File: src/rtl/ptle_pkg.sv
// shared types and codes for the process table engine
`default_nettype none
package ptle_pkg;

  // command codes
  localparam logic [1:0] CMD_FORK = 2'd0;
  localparam logic [1:0] CMD_EXIT = 2'd1;
  localparam logic [1:0] CMD_WAIT = 2'd2;
  localparam logic [1:0] CMD_KILL = 2'd3;

  // outcome codes
  localparam logic [1:0] OUT_OK      = 2'd0;
  localparam logic [1:0] OUT_FAIL    = 2'd1;
  localparam logic [1:0] OUT_NONE    = 2'd2;
  localparam logic [1:0] OUT_BLOCKED = 2'd3;

  localparam int unsigned STATUS_BITS = 16;
  localparam logic [STATUS_BITS-1:0] KILL_STATUS = '1;

  typedef enum logic [1:0] {
    LS_RUNNING = 2'd0,
    LS_BLOCKED = 2'd1,
    LS_ZOMBIE  = 2'd2
  } life_t;

  typedef enum logic [2:0] {
    S_INIT,
    S_IDLE,
    S_SCAN,
    S_DECIDE
  } state_t;

endpackage
`default_nettype wire

File: src/rtl/ptle_ram.sv
// generic single-port-write ram with registered read
`default_nettype none
module ptle_ram #(
  parameter int WIDTH = 8,
  parameter int DEPTH = 16
) (
  input  wire logic                     clk,
  input  wire logic                     we,
  input  wire logic [$clog2(DEPTH)-1:0] waddr,
  input  wire logic [WIDTH-1:0]         wdata,
  input  wire logic                     re,
  input  wire logic [$clog2(DEPTH)-1:0] raddr,
  output logic      [WIDTH-1:0]         rdata
);
  logic [WIDTH-1:0] mem [DEPTH];

  always_ff @(posedge clk) begin
    if (we) begin
      mem[waddr] <= wdata;
    end
    if (re) begin
      rdata <= mem[raddr];
    end
  end
endmodule
`default_nettype wire

File: src/rtl/process_table_lifecycle_engine.sv
// top level of the process table engine: scan sequencer, decision and write-back
//
// channel | direction | ports
// in      | input     | in_valid, in_stall, in_cmd, in_target_id, in_child_id,
//         |           | in_any_child, in_exit_code
// out     | output    | out_valid, out_stall, out_outcome, out_result_id, out_reaped_status
//
// each item is swept through the whole entry memory at one slot per cycle, read through
// the registered memory port, then decided and written back; decide waits while the
// output register holds a stalled result, and the engine is idle again before the next acceptance
// after reset the init state writes the first process into slot zero; in_stall is high
// until then
// in_stall is high whenever an item is in work; a stalled result holds in the output
// register and the next item may already be accepted and swept meanwhile
`default_nettype none
module process_table_lifecycle_engine
  import ptle_pkg::*;
#(
  parameter int SLOTS   = 64,
  parameter int INIT_ID = 1,
  parameter int ID_BITS = 16
) (
  input  wire logic        clk,
  input  wire logic        rst_n,
  input  wire logic        in_valid,
  output logic             in_stall,
  input  wire logic [1:0]  in_cmd,
  input  wire logic [15:0] in_target_id,
  input  wire logic [15:0] in_child_id,
  input  wire logic        in_any_child,
  input  wire logic signed [15:0] in_exit_code,
  output logic             out_valid,
  input  wire logic        out_stall,
  output logic [1:0]       out_outcome,
  output logic [15:0]      out_result_id,
  output logic signed [15:0] out_reaped_status
);

  localparam int IW = (SLOTS > 1) ? $clog2(SLOTS) : 1;
  // compare width: wide enough for both stored ids and 16-bit ports
  localparam int CW = (ID_BITS > 16) ? ID_BITS : 16;
  // entry layout: {proc_id, parent_id, life_state, exit_value}
  localparam int EW      = 2 * ID_BITS + 2 + STATUS_BITS;
  localparam int EX_LO   = 0;
  localparam int ST_LO   = STATUS_BITS;
  localparam int PAR_LO  = STATUS_BITS + 2;
  localparam int PID_LO  = STATUS_BITS + 2 + ID_BITS;
  localparam logic [IW-1:0] LAST_IDX = IW'(SLOTS - 1);

  state_t state_r, state_nxt;

  // captured command
  logic [1:0]             cmd_r;
  logic [CW-1:0]          tgt_r;
  logic [CW-1:0]          child_r;
  logic                   any_r;
  logic [STATUS_BITS-1:0] code_r;

  // sweep pipeline
  logic          issue_r, issue_nxt;
  logic [IW-1:0] scan_r, scan_nxt;
  logic          rd_vld_r;
  logic [IW-1:0] rd_idx_r;
  logic          rd_last_r;

  logic [SLOTS-1:0] used_r, used_nxt;
  logic [ID_BITS:0] next_id_r, next_id_nxt;

  // sweep accumulators
  logic                   tgt_hit_r;
  logic [IW-1:0]          tgt_idx_r;
  logic [EW-1:0]          tgt_ent_r;
  logic                   free_hit_r;
  logic [IW-1:0]          free_idx_r;
  logic                   kid_seen_r;
  logic                   named_hit_r;
  logic                   named_zmb_r;
  logic [ID_BITS-1:0]     named_id_r;
  logic [STATUS_BITS-1:0] named_ex_r;
  logic [IW-1:0]          named_idx_r;
  logic                   pick_hit_r;
  logic [ID_BITS-1:0]     pick_id_r;
  logic [STATUS_BITS-1:0] pick_ex_r;
  logic [IW-1:0]          pick_idx_r;

  // output register
  logic                   out_valid_r, out_valid_nxt;
  logic [1:0]             outcome_r, outcome_nxt;
  logic [15:0]            rid_r, rid_nxt;
  logic [STATUS_BITS-1:0] rst_r, rst_nxt;

  // memory port
  logic          we;
  logic [IW-1:0] waddr;
  logic [EW-1:0] wdata;
  logic [EW-1:0] rdata;

  logic in_acc, out_free;

  assign in_acc   = in_valid && !in_stall;
  assign out_free = !out_valid_r || !out_stall;
  assign in_stall = (state_r != S_IDLE);

  ptle_ram #(.WIDTH(EW), .DEPTH(SLOTS)) u_ram (
    .clk   (clk),
    .we    (we),
    .waddr (waddr),
    .wdata (wdata),
    .re    (issue_r),
    .raddr (scan_r),
    .rdata (rdata)
  );

  // fields of the entry coming out of the memory
  logic [ID_BITS-1:0]     e_pid, e_par;
  logic [1:0]             e_st;
  logic [STATUS_BITS-1:0] e_ex;
  logic                   e_used, e_is_tgt, e_is_kid;

  assign e_pid    = rdata[PID_LO +: ID_BITS];
  assign e_par    = rdata[PAR_LO +: ID_BITS];
  assign e_st     = rdata[ST_LO +: 2];
  assign e_ex     = rdata[EX_LO +: STATUS_BITS];
  assign e_used   = used_r[rd_idx_r];
  // id zero never names a process
  assign e_is_tgt = e_used && (tgt_r != '0) && (CW'(e_pid) == tgt_r);
  assign e_is_kid = e_used && (CW'(e_par) == tgt_r);

  // next state
  always_comb begin
    state_nxt = state_r;
    unique case (state_r)
      S_INIT:   state_nxt = S_IDLE;
      S_IDLE:   if (in_acc) state_nxt = S_SCAN;
      S_SCAN:   if (rd_vld_r && rd_last_r) state_nxt = S_DECIDE;
      S_DECIDE: if (out_free) state_nxt = S_IDLE;
      default:  state_nxt = S_IDLE;
    endcase
  end

  // sweep address sequencing
  always_comb begin
    issue_nxt = issue_r;
    scan_nxt  = scan_r;
    if (state_r == S_IDLE && in_acc) begin
      issue_nxt = 1'b1;
      scan_nxt  = '0;
    end else if (issue_r) begin
      if (scan_r == LAST_IDX) begin
        issue_nxt = 1'b0;
      end else begin
        scan_nxt = scan_r + 1'b1;
      end
    end
  end

  // decision and write-back
  logic [CW-1:0] new_id_ext;
  assign new_id_ext = CW'(next_id_r[ID_BITS-1:0]);

  always_comb begin
    we            = 1'b0;
    waddr         = '0;
    wdata         = '0;
    used_nxt      = used_r;
    next_id_nxt   = next_id_r;
    out_valid_nxt = out_valid_r && out_stall;
    outcome_nxt   = outcome_r;
    rid_nxt       = rid_r;
    rst_nxt       = rst_r;

    if (state_r == S_INIT) begin
      // first process lives in slot zero
      we    = 1'b1;
      waddr = '0;
      wdata = {ID_BITS'(INIT_ID), {ID_BITS{1'b0}}, LS_RUNNING, {STATUS_BITS{1'b0}}};
    end else if (state_r == S_DECIDE && out_free) begin
      out_valid_nxt = 1'b1;
      outcome_nxt   = OUT_FAIL;
      rid_nxt       = '0;
      rst_nxt       = '0;
      if (tgt_hit_r) begin
        case (cmd_r)
          CMD_FORK: begin
            if (tgt_ent_r[ST_LO +: 2] == LS_RUNNING) begin
              // a running parent burns an id whenever one is left
              if (!next_id_r[ID_BITS]) begin
                next_id_nxt = next_id_r + 1'b1;
                if (free_hit_r) begin
                  we                   = 1'b1;
                  waddr                = free_idx_r;
                  wdata                = {next_id_r[ID_BITS-1:0], tgt_r[ID_BITS-1:0],
                                          LS_RUNNING, {STATUS_BITS{1'b0}}};
                  used_nxt[free_idx_r] = 1'b1;
                  outcome_nxt          = OUT_OK;
                  rid_nxt              = new_id_ext[15:0];
                end
              end
            end
          end
          CMD_EXIT, CMD_KILL: begin
            we          = 1'b1;
            waddr       = tgt_idx_r;
            wdata       = tgt_ent_r;
            wdata[ST_LO +: 2] = LS_ZOMBIE;
            wdata[EX_LO +: STATUS_BITS] = (cmd_r == CMD_EXIT) ? code_r : KILL_STATUS;
            outcome_nxt = OUT_OK;
          end
          default: begin
            // wait
            if (!any_r && !named_hit_r) begin
              outcome_nxt = OUT_FAIL;
            end else if (!kid_seen_r) begin
              outcome_nxt = OUT_NONE;
            end else if (any_r ? pick_hit_r : named_zmb_r) begin
              used_nxt[any_r ? pick_idx_r : named_idx_r] = 1'b0;
              we          = 1'b1;
              waddr       = tgt_idx_r;
              wdata       = tgt_ent_r;
              wdata[ST_LO +: 2] = LS_RUNNING;
              outcome_nxt = OUT_OK;
              rid_nxt     = 16'(any_r ? pick_id_r : named_id_r);
              rst_nxt     = any_r ? pick_ex_r : named_ex_r;
            end else begin
              we          = 1'b1;
              waddr       = tgt_idx_r;
              wdata       = tgt_ent_r;
              wdata[ST_LO +: 2] = LS_BLOCKED;
              outcome_nxt = OUT_BLOCKED;
            end
          end
        endcase
      end
    end
  end

  // control registers
  always_ff @(posedge clk) begin
    if (!rst_n) begin
      state_r     <= S_INIT;
      issue_r     <= 1'b0;
      rd_vld_r    <= 1'b0;
      used_r      <= SLOTS'(1);
      next_id_r   <= (ID_BITS+1)'(INIT_ID + 1);
      out_valid_r <= 1'b0;
    end else begin
      state_r     <= state_nxt;
      issue_r     <= issue_nxt;
      rd_vld_r    <= issue_r;
      used_r      <= used_nxt;
      next_id_r   <= next_id_nxt;
      out_valid_r <= out_valid_nxt;
    end
  end

  // payload registers and sweep accumulators
  always_ff @(posedge clk) begin
    scan_r    <= scan_nxt;
    rd_idx_r  <= scan_r;
    rd_last_r <= (scan_r == LAST_IDX);
    outcome_r <= outcome_nxt;
    rid_r     <= rid_nxt;
    rst_r     <= rst_nxt;
    if (state_r == S_IDLE && in_acc) begin
      cmd_r       <= in_cmd;
      tgt_r       <= CW'(in_target_id);
      child_r     <= CW'(in_child_id);
      any_r       <= in_any_child;
      code_r      <= in_exit_code;
      tgt_hit_r   <= 1'b0;
      free_hit_r  <= 1'b0;
      kid_seen_r  <= 1'b0;
      named_hit_r <= 1'b0;
      pick_hit_r  <= 1'b0;
    end else if (rd_vld_r) begin
      if (e_is_tgt) begin
        tgt_hit_r <= 1'b1;
        tgt_idx_r <= rd_idx_r;
        tgt_ent_r <= rdata;
      end
      // lowest free slot
      if (!e_used && !free_hit_r) begin
        free_hit_r <= 1'b1;
        free_idx_r <= rd_idx_r;
      end
      if (e_is_kid) begin
        kid_seen_r <= 1'b1;
        if (child_r != '0 && CW'(e_pid) == child_r) begin
          named_hit_r <= 1'b1;
          named_zmb_r <= (e_st == LS_ZOMBIE);
          named_id_r  <= e_pid;
          named_ex_r  <= e_ex;
          named_idx_r <= rd_idx_r;
        end
        // oldest zombie child has the lowest id
        if (e_st == LS_ZOMBIE && (!pick_hit_r || e_pid < pick_id_r)) begin
          pick_hit_r <= 1'b1;
          pick_id_r  <= e_pid;
          pick_ex_r  <= e_ex;
          pick_idx_r <= rd_idx_r;
        end
      end
    end
  end

  assign out_valid         = out_valid_r;
  assign out_outcome       = outcome_r;
  assign out_result_id     = rid_r;
  assign out_reaped_status = rst_r;

  // a new result only comes from the decide step
  a_out_from_decide: assert property (@(posedge clk) disable iff (!rst_n)
    (out_valid_r && !$past(out_valid_r)) |-> $past(state_r == S_DECIDE))
    else $error("result appeared outside decide");

  // a fork never lands on an occupied slot
  a_fork_free: assert property (@(posedge clk) disable iff (!rst_n)
    (state_r == S_DECIDE && we && cmd_r == CMD_FORK) |-> !used_r[free_idx_r])
    else $error("fork overwrote a used slot");

  // no memory read is issued outside the sweep
  a_read_in_scan: assert property (@(posedge clk) disable iff (!rst_n)
    issue_r |-> (state_r == S_SCAN))
    else $error("memory read outside sweep");

  // the sweep ends in the decide step
  a_scan_end: assert property (@(posedge clk) disable iff (!rst_n)
    (state_r == S_SCAN && rd_vld_r && rd_last_r) |=> (state_r == S_DECIDE))
    else $error("sweep did not end in decide");

endmodule
`default_nettype wire

File: config.mk
export PLATFORM = sky130hd
export DESIGN_NAME = process_table_lifecycle_engine
export DESIGN_NICKNAME = d
export VERILOG_FILES = /design/src/rtl/ptle_pkg.sv /design/src/rtl/ptle_ram.sv /design/src/rtl/process_table_lifecycle_engine.sv
export SDC_FILE = /design/constraint.sdc
export NUM_CORES = 2
export LEC_CHECK = 0
export BUFFER_PORTS_ARGS = -buffer_cell sky130_fd_sc_hd__buf_2
export CAP_MARGIN = 10
export CORE_MARGIN = 2
export CORE_UTILIZATION = 35
export CTS_CLUSTER_SIZE = 24
export DETAILED_ROUTE_END_ITERATION = 12
export PLACE_DENSITY = 0.45
export SYNTH_ARGS = -nofsm -noshare
export SYNTH_HDL_FRONTEND = slang
export SYNTH_SLANG_ARGS = --single-unit
File: constraint.sdc
create_clock -name clk -period 9.3 [get_ports clk]
set_input_delay 0.93 -clock clk [delete_from_list [all_inputs] [get_ports clk]]
set_output_delay 0.93 -clock clk [all_outputs]
set_load 0.005 [all_outputs]
## After elaboration in Yosys (flattened, before gate mapping)

Memory sizes are Yosys's and may differ from the RTL's. A register that Yosys moved wholly into a read port is not among the register bits.
Index checks and enable logic that the tools add are counted.

| storage, ports and cells | value |
|---|---|
| output and inout bits | 36 |
| memories kept | 1 |
| bits in latches | 0 |
| bits in registers | 329 |
| word-level logic and storage cells | 191 |
| RAM bits | 3200 |
| input bits | 55 |
| bits in read-only memories | 0 |

Memories:

| memory | words | bits a word | read ports | clocked after Yosys merged registers in | wr ports | line | RTL |
|---|---|---|---|---|---|---|---|
| u_ram.mem | 64 | 50 | 1 | 1 | 1 | ptle_ram.sv:15 | `logic [WIDTH-1:0] mem [DEPTH];` |

| operators by class | value |
|---|---|
| divide/modulo/power cells | 0 |
| bitwise operators | 11 |
| multipliers | 0 |
| reduce and logical (&&, ||, !) cells | 48 |
| eq/ne operators | 18 |
| add/subtract/negate cells | 2 |
| shifts and indexed selects | 0 |
| muxes and demuxes | 72 |
| order comparisons | 6 |

Operators by type and width:

| operator | number |
|---|---|
| $mux W50 | 8 |
| $mux W64 | 6 |
| $mux W16 | 9 |
| $pmux W64 S2 | 1 |
| $pmux W50 S2 | 1 |
| $and A64 B64 Y64 | 1 |
| $not A64 Y64 | 1 |
| $or A64 B64 Y64 | 1 |
| $mux W6 | 9 |
| $eq A16 B16 Y1 | 3 |
| $mux W17 | 2 |
| $pmux W16 S2 | 1 |
| $reduce_bool A16 Y1 | 2 |
| $mux W1 | 22 |
| $lt A6 B7 Y1 const B | 3 |
| $add A17 B1 Y17 const B | 1 |
| $lt A16 B16 Y1 | 1 |
| $reduce_and A3 Y1 | 5 |
| $logic_and A1 B1 Y1 | 14 |
| $demux W1 S6 | 2 |
| $ge A6 B1 Y1 const B | 2 |
| $ne A2 B2 Y1 const B | 6 |
| $pmux W6 S2 | 1 |
| $reduce_and A10 Y1 | 1 |
| other kinds (26) | 54 |

## Longest topological paths before layout

| depth | value |
|---|---|
| depth in word-level cells | 11 |
| gate-level depth with buffers | 10 |
| depth with buffers taken out | 8 |

## Cells and area by module

Synthesis repeated with hierarchy kept, for this count alone.

| unflattened totals | value |
|---|---|
| cell total of the unflattened synthesis | 6291 |
| area, all modules | 137082.7 um^2 |

By module, submodules not included:

| module | sequential area each (um^2) | area each (um^2) | times used | cells each |
|---|---|---|---|---|
| ptle_ram | 97593.6 | 122861.6 | 1 | 5086 |
| process_table_lifecycle_engine | 8808.4 | 14221.1 | 1 | 1205 |

## Worst setup path after synthesis

Ideal clock, no wire load.

| timing | value |
|---|---|
| path type | input to register |
| from | in out_stall |
| to | mem u_ram.mem[0][16] in the netlist's numbering (data pin) |
| setup slack | 3.326 ns |
| buffers on the path | 1 |
| data required time | 8.436 ns |
| arrival | 5.109 ns |
| cell stages on the path | 4 |
| library setup time | 0.864 ns |
| cells stage by stage | a21bo_1 clkbuf_1 or2_2 nor4_1 |

| between the ends | value |
|---|---|
| longest elaborated chain between the ends | 5 |

RTL lines:

| what | line | RTL |
|---|---|---|
| from (decl) | process_table_lifecycle_engine.sv:33 | `input wire logic out_stall,` |
| $logic_not A1 Y1 | process_table_lifecycle_engine.sv:101 | `assign out_free = !out_valid_r \|\| !out_stall;` |
| $logic_or A1 B1 Y1 | process_table_lifecycle_engine.sv:101 |  |
| $logic_and A1 B1 Y1 | process_table_lifecycle_engine.sv:177 | `end else if (state_r == S_DECIDE && out_free) begin` |
| $mux W50 | process_table_lifecycle_engine.sv:177 |  |
| $mux W50 | process_table_lifecycle_engine.sv:172 | `if (state_r == S_INIT) begin` |
| named net u_ram.wdata[16] | ptle_ram.sv:10 | `input wire logic [WIDTH-1:0] wdata,` |
| to (decl) | ptle_ram.sv:15 |  |

The timed path passes the listed nets, and every way through them passes these cells.

## Worst setup path after layout

| timing | value |
|---|---|
| from | reg any_r |
| to | mem u_ram.mem[39][38] in the netlist's numbering (enable) |

| between the ends | value |
|---|---|
| longest elaborated chain between the ends | 9 |
| elaborated cells between the ends (all ways) | 14 |
| those cells by class | mux: 12; reduce/logical: 2 |

RTL lines:

| what | line | RTL |
|---|---|---|
| from (decl) | process_table_lifecycle_engine.sv:56 | `logic any_r;` |
| from (signal assigned) | process_table_lifecycle_engine.sv:268 | `any_r <= in_any_child;` |
| $logic_not A1 Y1 (*) | process_table_lifecycle_engine.sv:211 | `if (!any_r && !named_hit_r) begin` |
| $logic_and A1 B1 Y1 (*) | process_table_lifecycle_engine.sv:211 |  |
| $mux W1 | process_table_lifecycle_engine.sv:211 |  |
| $pmux W1 S2 | process_table_lifecycle_engine.sv:183 | `case (cmd_r)` |
| $mux W1 | process_table_lifecycle_engine.sv:182 | `if (tgt_hit_r) begin` |
| $mux W1 | process_table_lifecycle_engine.sv:177 |  |
| $mux W1 | process_table_lifecycle_engine.sv:172 |  |
| $mux W1 | ptle_ram.sv:18 | `if (we) begin` |
| $mux W1 (implied by the code) | ptle_ram.sv:19 | `mem[waddr] <= wdata;` |

Mark *: on every way between the ends. The rest lies on a longest branch, timed or not.

==> flow_summary.ini <==
[grt]
grt_use_total_pct = 21.0
grt_pass1_vias = 67100
grt-busiest-layer = met2
antenna_found_initial = 33
grt_pass1_wl_mm = 577
met2_usage_pct = 33.3
grt_max_degree = 102
grt_overflow = 0
grt.met1_usage_pct = 30.6
globalRouteMet3Util_pct = 3.35

[route]
drtPass1Iterations = 5
drtIter0Drc = 7149
remaining_drc_errors = 0
routed_wl_mm = 421
vias_per_cell = 5.54
ant_nets = 1
wl_per_cell_microns = 35.3
vias = 66100

[final_layout]
fin_nets = 6459
final_cells = 11900
fill_cells = 34300
multi_input_area_sq_um = 30300
area_delta_synth_final_pct = 15.2
seq_area_sq_um = 106000
drive_gt1_share_pct = 30.0

[critical_path]
crit_slowest_cell = nor2_4
worstPathCellList = buf_4 > o21ai_1 > a211o_4 > nor3_2 > nand3_1 > nor2_4 > buf_4
cp.required_ns = 9.85
crit_type = reg2reg
crit_path_frequent_cell = buf_4
start_kind = register
cp.arrival_ns = 5.91
critPathMaxStageDelay_ns = 1.20
setup.worst_path.end_class = register
critPathMaxFanout = 54

[sta]
fin_tns_setup_ns = 0
finalSetupViolations = 0
worst_pin_slew_ns = 1.30
finalMaxSlewViolations = 0
max_freq_mhz = 187
min_period_over_period_pct = 57.6
rsz0062_at_grt = no
skew_ns = 0.0644
relSlewSlack_pct = 13.6
hold_violations = 0
final.min_clock_period_ns = 5.36

[synth]
synth-seq-area-share_pct = 77.5
synth_most_common_cell = edfxtp_1
synth_top_cells_by_area = edfxtp_1 (76%), mux4_2 (16%), dfxtp_1 (1.5%)
async_flop_share_pct = 0
ys_ff_latch = 3578
netlist_top_cells_count = edfxtp_1 (3474), mux4_2 (994), nor2_1 (162), clkbuf_1 (143), mux2i_1 (121)
yosysWarnings = 0
yosys.cell_types.count = 64
syn_nets = 6064
synth-edff-count = 3474
syn_area_per_cell_sq_um = 22.9
netlist_area_sq_um = 137000
synth_area_leader_cell = edfxtp_1
synthCells = 5988
yosys.area.top_type_share_pct = 75.9
synthFlopType = edfxtp_1

[clock_network]
post_cts_buffers = 0
cts_buffers = 387
cts_tree = yes
cts_resized = 0
clockRootBuffer = clkbuf_16
cts_hold_buf = 0
insertion_delay_ns = 0.95
path_clk_slew_ns = 0.06
max-clock-path-buffers = 4
h-tree-depth = 5
clock-sinks = 3578

[run_status]
outcome = complete, but fails checks
violations = antenna rules

[power_and_ir_drop]
p_leak_nw = 52.7
ir_drop_uv = 164
pwr_density_cell_nw_per_um2 = 254

[floorplan]
die_width_microns = 630
io_pins = 91
design.core.area_sq_um = 392000
rows = 230
dieArea_sq_um = 397000
start_util_pct = 35.1
die_h_microns = 630

[min_path]
min_path_type = in2reg

[placed_design]
io_buffer_count = 90
routabilityCongestion = 0.793
hpwl_mm = 243
dp_cells = 11200

[run]
maxCapViolCount = 0
-- sequential cells by signal, indices dropped and copies added (netlist names), 16 cells and up --
name / cells
u_ram.mem: 3200
child_r: 16
pick_id_r: 16
code_r: 16
out_result_id: 16
tgt_r: 16
used_r: 64
next_id_r: 17
named_id_r: 16
pick_ex_r: 16
tgt_ent_r: 50
u_ram.rdata: 50
named_ex_r: 16
out_reaped_status: 16
-- through the flow --
stage / area (sq um) / hold WS (ns) / utilization, % / setup WS (ns) / power [mW]
finish: 158000 / 0.157 / 40.4 / 3.94 / 40.2
global route: 158000 / 0.104 / 40.4 / 3.59 / 41.5
CTS: 158000 / 0.0656 / 40.4 / 3.81 / 40.7
detailed placement: 146000 / 0.465 / 37.2 / 3.85 / 25.5
global placement: 146000 / 0.456 / 37.2 / 3.83 / 25.5
floorplan: 137000 / 0.329 / - / 3.33 / 22.9
-- layout by cell type (no fill, tap or decap), types with 9 or more instances in the layout --
cell        instances
a211oi_1           86
clkinv_1           82
or3_1               9
clkinv_2           65
o221a_2            16
o21ai_0           107
bufinv_16          35
ha_1               21
nor2_4             97
buf_4             207
dfxtp_1            97
nor2_1             65
nor4_1             17
inv_1              28
edfxtp_1         3474
xor2_1             15
nor2b_1            47
a22oi_1            37
buf_12             19
buf_2              90
xnor2_1            47
a21boi_1           25
nand3_1            25
clkinv_8            9
and2_1             45
nand4_1            21
clkbuf_1           80
mux2i_1           121
nand3b_1           11
clkbuf_16         391
clkinvlp_4         15
diode_2            23
a21oi_1            64
mux4_2            994
nand2_1            95
-- metal layers --
layer / share of wire (%) / routed length, microns / up-vias
met5: 0.0040 / 17 / -
met4: 2.0 / 8420 / 2
met3: 6.1 / 25700 / 411
met2: 47 / 199000 / 2233
met1: 45 / 188000 / 37100
li1: - / - / 26300
-- worst max-delay path, delay by kind of cell (launching register included) --
family                 cells  cell delay, ns
and+or+nand+nor            3            2.44
buffers and inverters      2            1.17
AOI/OAI and AO/OA          2            0.86
DFF                        1            0.32
-- worst paths after layout --
path                        start                end  slack (ns)  cells after the start
setup / recovery            any_r  u_ram.mem[39][38]        3.94                      7
setup reg to reg            any_r  u_ram.mem[39][38]        3.94                      7
hold / removal    in_child_id[10]        child_r[10]        0.16                      1
hold reg to reg        used_r[44]         used_r[44]        0.47                      2
-- where the power goes --
group          total (mW)  switching [mW]  internal, mW
Sequential           18.2           0.420          17.8
Clock                15.2            6.46          8.73
Combinational        6.75            3.73          3.02
-- final cells by class --
| type | instances | area share [%] |
|---|---|---|
| Antenna cell | 23 | 0.0364 |
| Clock buffer | 475 | 6.41 |
| Tap cell | 5220 | 4.13 |
| Clock inverter | 223 | 1.44 |
| Inverter | 30 | 0.0759 |
| Timing Repair Buffer | 316 | 1.51 |
| Sequential cell | 3578 | 67.2 |
| Multi-Input combinational cell | 2070 | 19.2 |
-- kinds of logic (layout without fill, tap and decap cells) --
| family | Yosys count | after routing | synth area share (%) |
|---|---|---|---|
| compound gates | 391 | 391 | 1.91 |
| xor+xnor | 62 | 62 | 0.395 |
| fa+ha+maj | 21 | 21 | 0.191 |
| buf+inv | 340 | 1044 | 1.10 |
| flops | 3578 | 3578 | 77.5 |
| mux | 1119 | 1119 | 17.2 |
| other cells | 0 | 23 | 0 |
| simple gates | 477 | 477 | 1.73 |
Note: power is estimated with default switching activity, not from simulation.
